**src/sv/skcb_pkg.sv**
```systemverilog
// Package for the keyed byte cipher: constants, datapath command codes,
// controller state type and the command struct.
// No dependencies.
package skcb_pkg;

  localparam int unsigned INDEX_WIDTH = 32;

  localparam logic [63:0] GOLDEN_GAMMA  = 64'h9E37_79B9_7F4A_7C15;
  localparam logic [63:0] MIX_MUL_A     = 64'hBF58_476D_1CE4_E5B9;
  localparam logic [63:0] MIX_MUL_B     = 64'h94D0_49BB_1331_11EB;
  localparam logic [7:0]  KEY_BYTE_FLIP = 8'hAA;

  // Partial product steps of one 64x64 low-half multiply.
  localparam logic [1:0] STEP_LL  = 2'd0;  // a_lo * b_lo
  localparam logic [1:0] STEP_LH  = 2'd1;  // a_lo * b_hi
  localparam logic [1:0] STEP_HL  = 2'd2;  // a_hi * b_lo
  localparam logic [1:0] STEP_ACC = 2'd3;  // final accumulate

  // Which multiply of the chain is running.
  localparam logic [1:0] MUL_GAMMA = 2'd0;
  localparam logic [1:0] MUL_MIX_A = 2'd1;
  localparam logic [1:0] MUL_MIX_B = 2'd2;

  typedef enum logic [2:0] {
    DP_NONE,
    DP_LOAD,
    DP_MUL,
    DP_NEXT,
    DP_FIN
  } dp_op_e;

  typedef enum logic [1:0] {
    S_IDLE,
    S_MUL,
    S_NEXT,
    S_FIN
  } state_e;

  typedef struct packed {
    dp_op_e     op;
    logic [1:0] step;
    logic [1:0] mul_idx;
  } cmd_t;

endpackage

```
**src/sv/skcb_if.sv**
```systemverilog
// Valid/ready channel interfaces for the cipher's input and output bytes.
// No dependencies.
interface cipher_in_if;
  logic       valid;
  logic       ready;
  logic [7:0] data_in;
  logic       last_in;

  modport source (output valid, output data_in, output last_in, input ready);
  modport sink (input valid, input data_in, input last_in, output ready);
endinterface

interface cipher_out_if;
  logic       valid;
  logic       ready;
  logic [7:0] data_out;
  logic       last_out;

  modport source (output valid, output data_out, output last_out, input ready);
  modport sink (input valid, input data_out, input last_out, output ready);
endinterface

```
**src/sv/skcb_ctrl.sv**
```systemverilog
// Controller FSM for the keyed byte cipher: sequences load, three shared
// multiplies and the finish step. Depends on skcb_pkg.
module skcb_ctrl (
  input  logic          clk_i,
  input  logic          rst_ni,
  input  logic          in_valid_i,
  output logic          in_ready_o,
  output logic          out_valid_o,
  input  logic          out_ready_i,
  output skcb_pkg::cmd_t cmd_o
);
  import skcb_pkg::*;

  state_e     state_q, state_d;
  logic [1:0] step_q, step_d;
  logic [1:0] mul_q, mul_d;
  logic       out_valid_q, out_valid_d;
  logic       out_free;

  assign out_free = !out_valid_q || out_ready_i;

  // Next state and counters.
  always_comb begin
    state_d = state_q;
    step_d  = step_q;
    mul_d   = mul_q;
    case (state_q)
      S_IDLE: begin
        if (in_valid_i) begin
          state_d = S_MUL;
          step_d  = STEP_LL;
          mul_d   = MUL_GAMMA;
        end
      end
      S_MUL: begin
        if (step_q == STEP_ACC) begin
          state_d = (mul_q == MUL_MIX_B) ? S_FIN : S_NEXT;
        end else begin
          step_d = step_q + 2'd1;
        end
      end
      S_NEXT: begin
        state_d = S_MUL;
        step_d  = STEP_LL;
        mul_d   = mul_q + 2'd1;
      end
      S_FIN: begin
        if (out_free) begin
          state_d = S_IDLE;
        end
      end
      default: begin
        state_d = S_IDLE;
      end
    endcase
  end

  // Outputs.
  always_comb begin
    cmd_o.op      = DP_NONE;
    cmd_o.step    = step_q;
    cmd_o.mul_idx = mul_q;
    in_ready_o    = 1'b0;
    out_valid_d   = out_valid_q && !out_ready_i;
    case (state_q)
      S_IDLE: begin
        in_ready_o = 1'b1;
        if (in_valid_i) cmd_o.op = DP_LOAD;
      end
      S_MUL: begin
        cmd_o.op = DP_MUL;
      end
      S_NEXT: begin
        cmd_o.op = DP_NEXT;
      end
      S_FIN: begin
        if (out_free) begin
          cmd_o.op    = DP_FIN;
          out_valid_d = 1'b1;
        end
      end
      default: begin
        cmd_o.op = DP_NONE;
      end
    endcase
  end

  assign out_valid_o = out_valid_q;

  always_ff @(posedge clk_i or negedge rst_ni) begin
    if (!rst_ni) begin
      state_q     <= S_IDLE;
      step_q      <= STEP_LL;
      mul_q       <= MUL_GAMMA;
      out_valid_q <= 1'b0;
    end else begin
      state_q     <= state_d;
      step_q      <= step_d;
      mul_q       <= mul_d;
      out_valid_q <= out_valid_d;
    end
  end

endmodule

```
**src/sv/skcb_datapath.sv**
```systemverilog
// Datapath for the keyed byte cipher: key register, position counter,
// shared 32x32 multiplier with accumulator, mask and output byte.
// Depends on skcb_pkg.
module skcb_datapath (
  input  logic           clk_i,
  input  logic           rst_ni,
  input  logic           cfg_we_i,
  input  logic [63:0]    cfg_wdata_i,
  input  skcb_pkg::cmd_t cmd_i,
  input  logic [7:0]     data_in_i,
  input  logic           last_in_i,
  output logic [7:0]     data_out_o,
  output logic           last_out_o
);
  import skcb_pkg::*;

  logic [63:0]            key_q;
  logic [INDEX_WIDTH-1:0] pos_q, pos_d;
  logic [2:0]             lane_q;
  logic [7:0]             data_q;
  logic                   last_q;
  logic [63:0]            a_q, a_d;
  logic [63:0]            b_q, b_d;
  logic [63:0]            pp_q, pp_d;
  logic [63:0]            acc_q, acc_d;
  logic [7:0]             out_data_q, out_data_d;
  logic                   out_last_q;

  logic [31:0] mul_x, mul_y;
  logic [63:0] mul_p;
  logic [63:0] z0, w;
  logic [2:0]  lane0, lane1, lane2;
  logic [7:0]  mask, add_b, sub_b;

  // Control registers: key and run position.
  always_ff @(posedge clk_i or negedge rst_ni) begin
    if (!rst_ni) begin
      key_q <= '0;
      pos_q <= '0;
    end else begin
      if (cfg_we_i) key_q <= cfg_wdata_i;
      pos_q <= pos_d;
    end
  end

  always_comb begin
    pos_d = pos_q;
    if (cmd_i.op == DP_LOAD) begin
      pos_d = last_in_i ? '0 : pos_q + INDEX_WIDTH'(1);
    end
  end

  // Shared multiplier operand select.
  always_comb begin
    case (cmd_i.step)
      STEP_LH: begin
        mul_x = a_q[31:0];
        mul_y = b_q[63:32];
      end
      STEP_HL: begin
        mul_x = a_q[63:32];
        mul_y = b_q[31:0];
      end
      default: begin
        mul_x = a_q[31:0];
        mul_y = b_q[31:0];
      end
    endcase
  end

  assign mul_p = {32'd0, mul_x} * {32'd0, mul_y};

  assign z0 = key_q ^ acc_q;
  assign w  = acc_q ^ (acc_q >> 31);

  always_comb begin
    a_d   = a_q;
    b_d   = b_q;
    pp_d  = pp_q;
    acc_d = acc_q;
    case (cmd_i.op)
      DP_LOAD: begin
        a_d = 64'(pos_q);
        b_d = GOLDEN_GAMMA;
      end
      DP_MUL: begin
        case (cmd_i.step)
          STEP_LL: begin
            pp_d = mul_p;
          end
          STEP_LH: begin
            pp_d  = {mul_p[31:0], 32'd0};
            acc_d = pp_q;
          end
          STEP_HL: begin
            pp_d  = {mul_p[31:0], 32'd0};
            acc_d = acc_q + pp_q;
          end
          default: begin
            acc_d = acc_q + pp_q;
          end
        endcase
      end
      DP_NEXT: begin
        if (cmd_i.mul_idx == MUL_GAMMA) begin
          a_d = z0 ^ (z0 >> 30);
          b_d = MIX_MUL_A;
        end else begin
          a_d = acc_q ^ (acc_q >> 27);
          b_d = MIX_MUL_B;
        end
      end
      default: begin
        a_d = a_q;
      end
    endcase
  end

  // Mask lanes wrap mod 8.
  assign lane0 = lane_q;
  assign lane1 = lane_q + 3'd3;
  assign lane2 = lane_q + 3'd7;
  assign mask  = 8'(w >> {lane0, 3'b000}) ^ 8'(w >> {lane1, 3'b000})
               ^ 8'(w >> {lane2, 3'b000});
  assign add_b = key_q[15:8];
  assign sub_b = key_q[7:0] ^ KEY_BYTE_FLIP;
  assign out_data_d = (data_q + add_b - sub_b) ^ mask;

  // Payload registers.
  always_ff @(posedge clk_i) begin
    a_q   <= a_d;
    b_q   <= b_d;
    pp_q  <= pp_d;
    acc_q <= acc_d;
    if (cmd_i.op == DP_LOAD) begin
      lane_q <= pos_q[2:0];
      data_q <= data_in_i;
      last_q <= last_in_i;
    end
    if (cmd_i.op == DP_FIN) begin
      out_data_q <= out_data_d;
      out_last_q <= last_q;
    end
  end

  assign data_out_o = out_data_q;
  assign last_out_o = out_last_q;

endmodule

```
**src/sv/splitmix_keyed_byte_cipher_top.sv**
```systemverilog
// Top level of the keyed byte cipher: joins the controller and datapath
// to the byte channels and the key port. Depends on skcb_pkg, skcb_if.
//
// Decrypts one byte per beat under a 64-bit key. For the byte at run
// position i the key is XORed with i * 0x9E3779B97F4A7C15 and run through
// the splitmix64 finalizer; three bytes of that word (lanes i, i+3, i+7
// mod 8) XOR into a mask, and the output is
// (byte + key[15:8] - (key[7:0] ^ 0xAA)) ^ mask. The position counts from
// zero, wraps at 2^INDEX_WIDTH and restarts after a beat marked last.
// A new byte is taken only once the last one has finished. The three
// 64-bit products of the mix chain share one 32x32 multiplier, each
// built from three partial products plus the final accumulate, with an
// operand-load step between products, a load step before them and a
// finish step after. A finished byte sits in the output register while
// the next byte is taken in; the block only waits at the finish step if
// that register is still full. Write the key only while no byte is in
// flight; it resets to zero.
module splitmix_keyed_byte_cipher_top (
  input  logic         clk_i,
  input  logic         rst_ni,
  input  logic         cfg_we_i,
  input  logic [63:0]  cfg_wdata_i,
  cipher_in_if.sink    in_i,
  cipher_out_if.source out_o
);
  import skcb_pkg::*;

  cmd_t cmd;   // controller -> datapath command

  skcb_ctrl u_ctrl (
    .clk_i       (clk_i),
    .rst_ni      (rst_ni),
    .in_valid_i  (in_i.valid),
    .in_ready_o  (in_i.ready),
    .out_valid_o (out_o.valid),
    .out_ready_i (out_o.ready),
    .cmd_o       (cmd)
  );

  skcb_datapath u_datapath (
    .clk_i       (clk_i),
    .rst_ni      (rst_ni),
    .cfg_we_i    (cfg_we_i),
    .cfg_wdata_i (cfg_wdata_i),
    .cmd_i       (cmd),
    .data_in_i   (in_i.data_in),
    .last_in_i   (in_i.last_in),
    .data_out_o  (out_o.data_out),
    .last_out_o  (out_o.last_out)
  );

endmodule

```
**src/flat_wrapper.sv**
```systemverilog
// flat-port wrapper written by rule: the top's interface ports become plain ports
module splitmix_keyed_byte_cipher_top_flat import skcb_pkg::*;
  (clk_i, rst_ni, cfg_we_i, cfg_wdata_i, in_i_valid, in_i_data_in, in_i_last_in, in_i_ready, out_o_valid, out_o_data_out, out_o_last_out, out_o_ready);
  cipher_in_if in_i_i ();
  cipher_out_if out_o_i ();
  input  logic clk_i;
  input  logic rst_ni;
  input  logic cfg_we_i;
  input  logic [63:0] cfg_wdata_i;
  input wire logic [$bits(in_i_i.valid)-1:0] in_i_valid;
  input wire logic [$bits(in_i_i.data_in)-1:0] in_i_data_in;
  input wire logic [$bits(in_i_i.last_in)-1:0] in_i_last_in;
  output wire logic [$bits(in_i_i.ready)-1:0] in_i_ready;
  output wire logic [$bits(out_o_i.valid)-1:0] out_o_valid;
  output wire logic [$bits(out_o_i.data_out)-1:0] out_o_data_out;
  output wire logic [$bits(out_o_i.last_out)-1:0] out_o_last_out;
  input wire logic [$bits(out_o_i.ready)-1:0] out_o_ready;
  assign in_i_i.valid = in_i_valid;
  assign in_i_i.data_in = in_i_data_in;
  assign in_i_i.last_in = in_i_last_in;
  assign in_i_ready = in_i_i.ready;
  assign out_o_valid = out_o_i.valid;
  assign out_o_data_out = out_o_i.data_out;
  assign out_o_last_out = out_o_i.last_out;
  assign out_o_i.ready = out_o_ready;
  splitmix_keyed_byte_cipher_top u_core (.clk_i(clk_i), .rst_ni(rst_ni), .cfg_we_i(cfg_we_i), .cfg_wdata_i(cfg_wdata_i), .in_i(in_i_i), .out_o(out_o_i));
endmodule
```
**config.mk**
```make
export PLATFORM = sky130hd
export DESIGN_NAME = splitmix_keyed_byte_cipher_top_flat
export DESIGN_NICKNAME = d
export VERILOG_FILES = /design/src/sv/skcb_pkg.sv /design/src/sv/skcb_if.sv /design/src/sv/skcb_ctrl.sv /design/src/sv/skcb_datapath.sv /design/src/sv/splitmix_keyed_byte_cipher_top.sv /design/src/flat_wrapper.sv
export SDC_FILE = /design/constraint.sdc
export NUM_CORES = 2
export LEC_CHECK = 0
export BUFFER_PORTS_ARGS = -buffer_cell sky130_fd_sc_hd__buf_2
export CAP_MARGIN = 30
export CORE_MARGIN = 2
export CORE_UTILIZATION = 65
export CTS_CLUSTER_SIZE = 16
export DETAILED_ROUTE_END_ITERATION = 10
export PLACE_DENSITY = 0.82
export SETUP_SLACK_MARGIN = 0.3
export SLEW_MARGIN = 20
export SYNTH_ARGS = -nofsm -noshare
export SYNTH_HDL_FRONTEND = slang
export SYNTH_SLANG_ARGS = --single-unit
```
**constraint.sdc**
```tcl
create_clock -name clk_i -period 21.2 [get_ports clk_i]
set_input_delay 2.12 -clock clk_i [delete_from_list [all_inputs] [get_ports clk_i]]
set_output_delay 2.12 -clock clk_i [all_outputs]
set_load 0.02 [all_outputs]
```
==> run_results.csv <==
group,metric,value,unit
floorplan,rows,103,
sta,tightest_slew,1090,ps
critical_path,critPathSlowestCell,"nor3_2",
placement,port_buffers,88,
route,dr.pass1.iters,6,
critical_path,cp-end-kind,"flip-flop",
logic_synthesis,yosysMostFrequentCell,"inv_1",
final_layout,fin_nets,6742,
grt,overflow,0,
sta,fin_crit,10690,ps
critical_path,cp_common_cell,"fa_1",
route,num_vias,41100,
critical_path,cp.required,21510,ps
route,avgViaCountPerCell,6.34,
logic_synthesis,synth_ff_type,"edfxtp_1",
clock_network,cts_tree,"yes",
clock_network,cts_setup_buffers,0,
clock_network,cts_max_level,1,
placement,post-dp-hpwl,149,mm
logic_synthesis,yosysTopAreaCellShare,35.0,%
sta,period_share,50.4,%
clock_network,hold_buffers,0,
sta,slew_headroom,27.0,%
sta,fin_worst_skew,31.9,ps
flow_run,maxCapViolations,0,
clock_network,clockBufferDepth,3,
critical_path,critPathLaunchType,"flip-flop",
sta,grt_setup_unrepaired,"no",
critical_path,worstPathArrival,11010,ps
route,wl_per_cell,28.3,um
critical_path,critPathKind,"reg2reg",
clock_network,clockRootBuffer,"clkbuf_16",
hold_path,hold_class,"reg2reg",
route,first_iter_violations,5133,
grt,grt_pass1_wl,272,mm
floorplan,io_pins,89,
logic_synthesis,avgSynthCellArea,9.44,um2
logic_synthesis,ys_seq_elements,322,
clock_network,post_cts_resized,0,
logic_synthesis,synthTopCellsByCount,"992 x inv_1, 904 x fa_1, 724 x nand2_1, 502 x nor2_1, 348 x ha_1",
grt,grt_pass1_vias,42200,
clock_network,clk_latency,620,ps
clock_network,clock_sinks,322,
floorplan,core,78900,um2
logic_synthesis,ys_seq_area_share,17.7,%
sta,fmax,93.5,MHz
placement,place.gp.congestion,1.06,
critical_path,cpPeakStageDelay,610,ps
route,wl,184,mm
logic_synthesis,post-synth-top-area-cell,"fa_1",
clock_network,numCtsBuffers,31,
floorplan,dieArea,81700,um2
final_layout,area_growth,5.32,%
logic_synthesis,synth.distinct_cells,85,
status,outcome,"finished, final reports clean",
grt,grt_max_degree,95,
sta,drv_slew,0,
clock_network,path_clk_slew,70,ps
logic_synthesis,synthCells,5472,
sta,setup_viol,0,
floorplan,die_h,286,um
grt,antenna_found_initial,5,
logic_synthesis,async_flop_share,32.0,%
critical_path,path_max_fanout,47,
logic_synthesis,syn_area,51700,um2
route,drc,0,
route,postRouteAntennaNets,0,
sta,hold_viol_final,0,
logic_synthesis,synth_edf_count,219,
sta,final.setup.tns,0,ps
logic_synthesis,synthTopCellsByArea,"fa_1 35%, edfxtp_1 13%, ha_1 8.4%, inv_1 7.2%, nand2_1 5.3%",
logic_synthesis,synth_nets,6802,
floorplan,start_util,65.5,%
final_layout,layout-drive-gt1-share,7.10,%
grt,grt_usage,46.0,%
floorplan,die_w,286,um
logic_synthesis,yosysWarnings,0,
metrics by stage:
stage | area (um2) | worst slack [ps] | instances | hold WS, ps | utilization (%)
after global placement | 53000 | 10410 | 6414 | 403 | 67.2
after floorplan | 51700 | 12360 | 5472 | 400 | -
after detailed placement | 53100 | 10640 | 6420 | 421 | 67.3
final | 54400 | 10510 | 6491 | 428 | 69.0
after global routing | 54400 | 10040 | 6488 | 455 | 69.0
after CTS | 54300 | 10590 | 6478 | 423 | 68.8
registers in the layout, indices dropped and copies added, names as in the netlist, 2 cells and up:
| register | flops |
|---|---|
| u_core.u_datapath.data_q | 8 |
| u_core.u_datapath.lane0 | 3 |
| u_core.u_ctrl.state_q | 2 |
| u_core.u_datapath.data_out_o | 8 |
| u_core.u_datapath.pp_q | 64 |
| u_core.u_datapath.b_q | 6 |
| u_core.u_ctrl.step_q | 2 |
| u_core.u_datapath.pos_q | 32 |
| u_core.u_ctrl.mul_q | 2 |
| u_core.u_datapath.a_q | 64 |
| u_core.u_datapath.key_q | 64 |
| u_core.u_datapath.acc_q | 64 |
cell families after synthesis:
group	share of synthesized area (%)
buffers and inverters	9.21
multiplexers	4.17
adder cells (fa/ha/maj)	43.5
XOR/XNOR	5.76
flip-flops	17.7
AO/OA/AOI/OAI	7.27
AND/OR/NAND/NOR	12.4
worst paths after layout:
kind	end	cells after the start	slack [ps]	startpoint
setup / recovery	u_core.u_datapath.pp_q[56]	32	10510	u_core.u_ctrl.step_q[1]
hold / removal	u_core.u_datapath.last_out_o	0	430	u_core.u_datapath.last_q
setup reg to reg	u_core.u_datapath.pp_q[56]	32	10510	u_core.u_ctrl.step_q[1]
hold reg to reg	u_core.u_datapath.last_out_o	0	430	u_core.u_datapath.last_q
max in group asynchronous	u_core.u_datapath.pos_q[17]	3	18760	rst_ni
min in group asynchronous	u_core.u_datapath.key_q[22]	1	1430	rst_ni
routing by layer:
metal,up-vias,GRT usage [%],routed length [um]
met5,-,0,28
met4,4,23.5,11900
met3,636,16.6,26500
met2,2905,66.6,78100
met1,20600,61.3,67400
li1,17000,-,-
layout by cell type, fill, tap and decap left out, drive strengths merged, types with 26 or more instances in the layout:
| cell | count |
|---|---|
| xor2 | 146 |
| a21o | 74 |
| mux2 | 89 |
| edfxtp | 219 |
| buf | 163 |
| nor2b | 30 |
| xnor2 | 194 |
| o21bai | 36 |
| o21ai | 189 |
| nand4 | 39 |
| inv | 999 |
| dfrtp | 103 |
| fa | 904 |
| nor2 | 502 |
| nand2 | 724 |
| clkbuf | 45 |
| and2 | 28 |
| nand3 | 55 |
| mux2i | 61 |
| a21oi | 171 |
| nor3 | 46 |
| and3 | 26 |
| ha | 348 |
critical path, delay by kind of cell (launching register included):
kind | cells | cell delay (ps)
fa+ha+maj | 10 | 4780
compound gates | 7 | 1690
buf+inv | 10 | 1770
simple gates | 5 | 1650
flops | 1 | 450
cell type report:
type,count,area (um2)
antenna,4,10.0
sequential,322,9150
fill,6193,24500
clock inverter,15,228
clock buffer,43,923
inverter,1003,3760
tap,1050,1310
timing repair buffer,165,1140
multi-input combinational,3889,37900
Power is not shown: default switching activity piles up to over one toggle a cycle in this logic, so the estimate is an artifact.
